### src/rtl/ppl_pkg.sv
package ppl_pkg;

    // Operation codes carried by the func field.
    localparam logic [1:0] FN_INSERT = 2'd0;
    localparam logic [1:0] FN_MODIFY = 2'd1;
    localparam logic [1:0] FN_DELETE = 2'd2;
    localparam logic [1:0] FN_BAD    = 2'd3;

    // Status codes returned with every result.
    localparam logic [2:0] ST_OK      = 3'd0;
    localparam logic [2:0] ST_BAD_POS = 3'd1;
    localparam logic [2:0] ST_EMPTY   = 3'd2;
    localparam logic [2:0] ST_FULL    = 3'd3;
    localparam logic [2:0] ST_BAD_ACT = 3'd4;

    localparam int unsigned POS_W   = 8;
    localparam int unsigned PRICE_W = 32;
    localparam int unsigned QTY_W   = 31;

    typedef enum logic [1:0] {
        OP_HOLD,
        OP_INSERT,
        OP_MODIFY,
        OP_DELETE
    } t_cell_op;

    // Update command from the decoder to the row of level cells.
    typedef struct packed {
        t_cell_op op;
        logic     wr_price;
        logic     wr_qty;
    } t_cell_ctrl;

endpackage

### src/rtl/ppl_ctrl.sv
module ppl_ctrl #(
    parameter int unsigned DEPTH = 32
) (
    input  logic                       i_clk,
    input  logic                       i_rst_n,
    input  logic                       i_vld,
    input  logic [1:0]                 i_func,
    input  logic [ppl_pkg::POS_W-1:0]  i_pos,
    input  logic                       i_price_nz,
    input  logic                       i_qty_nz,
    output ppl_pkg::t_cell_ctrl        o_ctrl,
    output logic [2:0]                 o_status,
    output logic [ppl_pkg::POS_W-1:0]  o_count
);
    import ppl_pkg::*;

    logic [POS_W-1:0] r_count;
    logic [POS_W-1:0] n_count;
    logic [POS_W:0]   cnt_p1;
    logic             pos_zero;
    logic             pos_in_book;

    assign cnt_p1      = {1'b0, r_count} + {{POS_W{1'b0}}, 1'b1};
    assign pos_zero    = (i_pos == '0);
    assign pos_in_book = !pos_zero && (i_pos <= r_count);

    always_comb begin
        n_count         = r_count;
        o_status        = ST_OK;
        o_ctrl.op       = OP_HOLD;
        o_ctrl.wr_price = 1'b0;
        o_ctrl.wr_qty   = 1'b0;
        unique case (i_func)
            FN_INSERT: begin
                if (pos_zero || ({1'b0, i_pos} > cnt_p1)) begin
                    o_status = ST_BAD_POS;
                end else if (r_count >= POS_W'(DEPTH)) begin
                    o_status = ST_FULL;
                end else begin
                    o_ctrl.op = OP_INSERT;
                    n_count   = cnt_p1[POS_W-1:0];
                end
            end
            FN_MODIFY: begin
                if (r_count == '0) begin
                    o_status = ST_EMPTY;
                end else if (!pos_in_book) begin
                    o_status = ST_BAD_POS;
                end else begin
                    o_ctrl.op       = OP_MODIFY;
                    o_ctrl.wr_price = i_price_nz;
                    o_ctrl.wr_qty   = i_qty_nz;
                end
            end
            FN_DELETE: begin
                if (r_count == '0) begin
                    o_status = ST_EMPTY;
                end else if (!pos_in_book) begin
                    o_status = ST_BAD_POS;
                end else begin
                    o_ctrl.op = OP_DELETE;
                    n_count   = r_count - POS_W'(1);
                end
            end
            FN_BAD: begin
                o_status = ST_BAD_ACT;
            end
        endcase
        // Nothing changes in a cycle without an item.
        if (!i_vld) begin
            n_count   = r_count;
            o_ctrl.op = OP_HOLD;
        end
    end

    assign o_count = n_count;

    always_ff @(posedge i_clk) begin
        if (!i_rst_n) begin
            r_count <= '0;
        end else begin
            r_count <= n_count;
        end
    end

endmodule

### config.mk
export PLATFORM = sky130hd
export DESIGN_NAME = ppl_ctrl
export DESIGN_NICKNAME = d
export VERILOG_FILES = /design/src/rtl/ppl_pkg.sv /design/src/rtl/ppl_ctrl.sv
export SDC_FILE = /design/constraint.sdc
export NUM_CORES = 1
export LEC_CHECK = 0
export BUFFER_PORTS_ARGS = -buffer_cell sky130_fd_sc_hd__clkbuf_2
export CELL_PAD_IN_SITES_DETAIL_PLACEMENT = 0
export CELL_PAD_IN_SITES_GLOBAL_PLACEMENT = 2
export CORE_UTILIZATION = 33
export CTS_BUF_LIST = sky130_fd_sc_hd__clkbuf_8
export CTS_CLUSTER_SIZE = 30
export DETAILED_ROUTE_END_ITERATION = 7
export GPL_TIMING_DRIVEN = 0
export PLACE_DENSITY = 0.82
export SLEW_MARGIN = 10
export SYNTH_ARGS = -nofsm -noshare
export SYNTH_HDL_FRONTEND = slang
export SYNTH_SLANG_ARGS = --single-unit
### constraint.sdc
create_clock -name i_clk -period 4.6 [get_ports i_clk]
set_input_delay 0.92 -clock i_clk [delete_from_list [all_inputs] [get_ports i_clk]]
set_output_delay 0.92 -clock i_clk [all_outputs]
set_load 0.02 [all_outputs]
==> run summary, run 1 <==
status: complete, no violations
placed cell count: 267
antenna diode count: 0
Max IR drop VDD: 0.0000628 V
ports placed on the boundary: 30
Crit Path Category: flip-flop to output pin
Max-Cap Viols: 0
Horiz. Die Dim: 68.6 um
final hold slack: 0.528 ns
most common cell after layout, fill and taps aside: sky130_fd_sc_hd__clkbuf_2
Final Cycle Share: 96.0%
sink count of the clock tree: 8
remaining antenna violation count after routing: 0
total CTS buffers: 3
Crit path arrival time: 3.50 ns
root buf cell: sky130_fd_sc_hd__clkbuf_8
worst min-delay path class: flip-flop to flip-flop
Via Count: 1571
clock latency of the later-clocked register in the worst-skew pair: 0.24 ns
share of cells above drive strength 1: 27.3%
final global-route overflow total: 0
placer's final routability congestion estimate: 0.845
worst setup slack after placement: 0.184 ns
Cell Count, Final, Fillers Out: 270
Initial Util: 35.5%
area post-placement: 1670 um2
portion of the post-synthesis area used by sequential elements: 10.9%
Wirelength per Cell: 17.2 um
post-layout worst setup margin: 0.185 ns
total chip power: 251 uW
total routing resource utilization after global routing: 22.0%
router iterations before antenna repair: 4
maximum fanout encountered on the critical timing path: 7
final layout net count: 259
Core Rows: 23
adder-cell share of the synthesized area: 18.8%
final clock skew: 0.00239 ns
commonest cells after routing, fill and taps aside: sky130_fd_sc_hd__clkbuf_2 (29), sky130_fd_sc_hd__ha_1 (22), sky130_fd_sc_hd__inv_1 (16)
pin count of the biggest net entering global routing: 11
full die area: 4700 um2
nets in the synthesized netlist: 225
clock slew at reported path FFs: 0.04 ns
Cell variety after synth: 53
largest registers: r_count (8)
Layout Cell Area excl Fill: 1730 um2
xor/xnor cell area share of the yosys netlist: 4.19%
fraction of synthesis flops using an asynchronous set or reset pin: 0%
detailed placer's ending HPWL: 3790 um
Leak Pwr: 0.000756 uW
CP startpoint kind: flip-flop
critical path data required time: 3.68 ns
CTS H-tree lvls: 1
total core area: 4120 um2
global-route wire length before repair: 7500 um
hold-fix buffers at CTS: 0
number of DRC violations after detailed-routing iteration 0: 106
Die Y-Extent: 68.6 um
ratio of total power to cell area: 145 nW/um2
largest register by flop count: r_count
synthesized flop and latch total: 8
area of the mapped netlist: 1460 um2
type of destination of the critical path: output pin
compound-cell area share of the yosys netlist: 24.6%
simple-gate share of the synthesized area: 33.4%
max FFs per register: 8
post-synthesis instance total: 188
f_max: 226 MHz
remaining routing DRC violations: 0
antenna violations before repair: 0
Avg Cell Area, Syn: 7.78 um2
number of pins with negative max-slew slack in the final report: 0
buffer count from post-CTS setup fixing: 0
Final Hold Vio Count: 0
combinational family with the most area after synthesis: simple AND/OR/NAND/NOR gates
total wire length: 4660 um
synthesis-to-layout area growth: 18.1%
portion of netlist area occupied by mux cells: 0.684%
warning count from the yosys run: 0
final setup violating endpoints: 0
relative max-transition margin: 56.4%
post-layout minimum cycle time: 4.42 ns
actual transition at the worst max-transition pin: 0.647 ns
leading register cell type out of synthesis: sky130_fd_sc_hd__dfxtp_1
number of synthesized flops with an enable pin: 0
vias in the first global route: 1495
CTS tree: built
post-DR vias/cell: 5.82
Clock Path Buffers: 2
buffers added on ports: 29
==> power by group <==
| group | leakage [uW] | switching [uW] | total, uW | internal (uW) |
|---|---|---|---|---|
| Combinational | 0.000670 | 58.4 | 92.3 | 33.9 |
| Sequential | 0.0000650 | 1.14 | 71.6 | 70.4 |
| Clock | 0.0000216 | 30.4 | 87.3 | 56.9 |
| Total | 0.000756 | 90.0 | 251 | 161 |
==> critical path, cell delays in order, from the launching register on <==
cell and delay (ns):
sky130_fd_sc_hd__dfxtp_1 0.44, sky130_fd_sc_hd__inv_2 0.15, sky130_fd_sc_hd__nor3_4 0.28, sky130_fd_sc_hd__and3_1 0.27, sky130_fd_sc_hd__nand3_1 0.12, sky130_fd_sc_hd__xnor2_1 0.22, sky130_fd_sc_hd__ha_1 0.31, sky130_fd_sc_hd__inv_1 0.07
sky130_fd_sc_hd__o22ai_1 0.11, sky130_fd_sc_hd__nor4_4 0.24, sky130_fd_sc_hd__or2_4 0.24, sky130_fd_sc_hd__a31oi_4 0.09, sky130_fd_sc_hd__o31a_1 0.26, sky130_fd_sc_hd__or3_1 0.30, sky130_fd_sc_hd__clkbuf_2 0.16
==> cell families after synthesis <==
| logic type | after synthesis |
|---|---|
| buffers and inverters | 22 |
| AO/OA/AOI/OAI | 48 |
| AND/OR/NAND/NOR | 80 |
| XOR/XNOR | 7 |
| multiplexers | 1 |
| flip-flops | 8 |
| adder cells (fa/ha/maj) | 22 |
==> metrics by stage <==
step | util [%] | TNS [ns]
after detailed placement | 40.6 | 0
after global routing | 42.0 | -0.0111
after floorplan | - | 0
after global placement | 40.6 | 0
final | 42.0 | 0
after CTS | 41.7 | 0
==> repair_timing <==
item,CTS,global route
setup endpoints to repair,1,3
gates resized for setup,1,3
hold endpoints to repair,0,0
==> final cells by class <==
cell class / instances / area, um2
fill: 456 / 2390
multi-input combinational: 158 / 1210
sequential: 8 / 161
timing repair buffer: 29 / 145
inverter: 17 / 63.8
tap: 50 / 62.6
buffer: 5 / 43.8
clock buffer: 3 / 41.3
==> layer usage <==
layer / GRT usage, % / up-vias / part of all wire, %
li1: - / 785 / -
met1: 28.0 / 732 / 46
met2: 38.6 / 48 / 48
met3: 3.95 / 6 / 4.7
met4: 4.43 / 0 / 1.3
met5: 0 / - / 0
==> final timing paths <==
path	start	end	slack [ns]	cells after the start
hold / removal	r_count[0]	r_count[0]	0.53	2
setup / recovery	r_count[2]	o_count[4]	0.18	14
setup reg to reg	r_count[2]	r_count[1]	1.38	13
hold reg to reg	r_count[0]	r_count[0]	0.53	2
==> cells in the mapped netlist (all sizes together) (3+ instances only) <==
cell | number | area (um2)
and3 | 7 | 43.8
xnor2 | 7 | 61.3
a21oi | 9 | 45.0
nor3 | 12 | 81.3
a211oi | 4 | 35.0
dfxtp | 8 | 160
nor2 | 12 | 52.6
nand4 | 7 | 58.8
o211ai | 3 | 22.5
o21ai | 8 | 40.0
nand3 | 12 | 70.1
inv | 17 | 63.8
a41oi | 3 | 26.3
buf | 5 | 43.8
o22ai | 3 | 25.0
a31oi | 5 | 46.3
nand2 | 12 | 45.0
ha | 22 | 275
and2 | 6 | 40.0
nor4 | 4 | 40.0
(Power assumes the default switching activity.)
==> run 2, diff against run 1 <==
- CORE_UTILIZATION: 33 -> 30
- PLACE_DENSITY: 0.82 -> 0.76
==> run 2 against run 1 <==
  * Global-route usage decreased by 3.9 points
  * Largest cell class unchanged
  * Via count fell by 1.0%
  * Maximum frequency increased by 1.4%
  * First-iteration DRC count decreased by 49%
  * Highest routed layer is now met3
  * Cell area increased by 0.36%
  * Utilization shrank 5.0 points
  * Routed wire length decreased by 4.6%
  * Register-to-register slack gained 0.09 ns
  * Clock skew about the same
==> run summary, run 2 (synthesized netlist as in run 1, its figures left out) <==
status: complete, no violations
final layout net count: 259
CP Cell Sequence: inv_1 -> nor3_4 -> and3_1 -> nand3_1 -> xnor2_1 -> ha_1 -> nand4_1 -> or2_2 -> nand3_2 -> or2_4 -> a31oi_4 -> o31a_1 -> or3_1 -> clkbuf_2
max FFs per register: 8
Cell Count, Final, Fillers Out: 274
full die area: 5160 um2
root buf cell: sky130_fd_sc_hd__clkbuf_8
worst min-delay path class: flip-flop to flip-flop
Initial Util: 31.2%
maximum fanout encountered on the critical timing path: 5
buffers added on ports: 29
Max-Cap Viols: 0
sequential standard cell area: 163 um2
area of combinational cells with multiple inputs: 1210 um2
Clock Path Buffers: 2
Crit path arrival time: 3.43 ns
relative max-transition margin: 53.9%
total wire length: 4440 um
met1 WL: 2090 um
buffers plus inverters on the worst setup path: 2
remaining routing DRC violations: 0
Final Hold Vio Count: 0
most common cell after layout, fill and taps aside: sky130_fd_sc_hd__clkbuf_2
Stages on worst setup path: 14
total CTS buffers: 3
remaining antenna violation count after routing: 0
Leak Pwr: 0.000757 uW
pin count of the biggest net entering global routing: 11
final setup violating endpoints: 0
ports placed on the boundary: 30
placed cell count: 271
buffer count from post-CTS setup fixing: 0
met2 WL post-DR: 2160 um
commonest cells after routing, fill and taps aside: sky130_fd_sc_hd__clkbuf_2 (29), sky130_fd_sc_hd__ha_1 (22), sky130_fd_sc_hd__inv_1 (16)
Max IR drop VDD: 0.000104 V
critical path data required time: 3.68 ns
ratio of total power to cell area: 142 nW/um2
clock latency of the later-clocked register in the worst-skew pair: 0.23 ns
router iterations before antenna repair: 4
f_max: 230 MHz
Horiz. Die Dim: 71.8 um
post-DR vias/cell: 5.68
synthesis-to-layout area growth: 18.6%
Register-to-Register Path Depth: 13
Largest stage delay, worst path: 0.40 ns
Wirelength per Cell: 16.2 um
post-layout minimum cycle time: 4.35 ns
type of destination of the critical path: output pin
Die Y-Extent: 71.8 um
worst reg-to-reg setup slack: 1.47 ns
Via Count: 1555
layout filler cell count: 508
Hold Path Stages: 2
final clock skew: 0.00208 ns
vias in the first global route: 1453
cell type of the slowest stage on the worst timing path: sky130_fd_sc_hd__dfxtp_1
share of cells above drive strength 1: 27.7%
Crit Path Category: flip-flop to output pin
total routing resource utilization after global routing: 18.1%
uppermost layer routed: met3
placer's final routability congestion estimate: 0.793
delay-heaviest family, CP: simple AND/OR/NAND/NOR gates
total chip power: 245 uW
CTS H-tree lvls: 1
clock slew at reported path FFs: 0.04 ns
global-route wire length before repair: 7330 um
detailed placer's ending HPWL: 3680 um
largest registers: r_count (8)
sink count of the clock tree: 8
routed length on met3: 196 um
number of pins with negative max-slew slack in the final report: 0
antenna violations before repair: 0
Fin Setup TNS: 0 ns
CP startpoint kind: flip-flop
total core area: 4690 um2
largest register by flop count: r_count
unrepaired setup endpoints after global routing: no
actual transition at the worst max-transition pin: 0.685 ns
fraction of the core area covered by cells at the end of the flow: 37.0%
antenna diode count: 0
Core Rows: 25
final global-route overflow total: 0
Final Cycle Share: 94.6%
CTS tree: built
number of DRC violations after detailed-routing iteration 0: 54
## run 2: cell counts in the layout (fill, tap and decap cells not counted)
Identical to the previous run, type by type.
## run 2: path summary, 6_finish.rpt
path,startpoint,endpoint
worst max-delay path,r_count[1],o_count[4]
worst min-delay path,r_count[0],r_count[0]
worst max register to register,r_count[1],r_count[4]
worst min register to register,r_count[0],r_count[0]
## run 2: metrics by stage
stage	hold slack [ns]	instance area (um2)	setup slack, ns
finish	0.528	1730	0.246
global route	0.561	1730	0.0131
global placement	0.583	1680	0.0443
CTS	0.597	1720	0.0720
detailed placement	0.592	1680	0.108
floorplan	0.496	1460	0.741
## run 2: final cells by class
type	instances	area share, %
buffer	5	2.53
multi-input combinational	158	69.8
inverter	17	3.68
clock buffer	3	2.38
timing repair buffer	29	8.37
tap	54	3.90
sequential	8	9.38
## run 2: where the power goes
group	switching (uW)	internal, uW	total [uW]
Sequential	1.08	70.5	71.6
Combinational	58.3	34.1	92.4
Clock	25.1	56.4	81.5
Total	84.4	161	245
## run 2: per-layer routing
metal  global-route usage (%)  vias to the layer above
li1                         -                      781
met1                     24.8                      734
met2                     31.3                       40
met3                     3.09                        0
met4                    0.654                        0
met5                        0                        -
## run 2: what timing repair did
action / CTS / global route
endpoints found under the setup margin: 2 / 1
hold buffers: 0 / 0
gates resized for setup: 1 / 4
## run 2: tightest hold or removal path: cells and delay by family (launching register included)
family | cells | cell delay [ns]
compound gates | 1 | 0.06
flops | 1 | 0.35
simple gates | 1 | 0.07
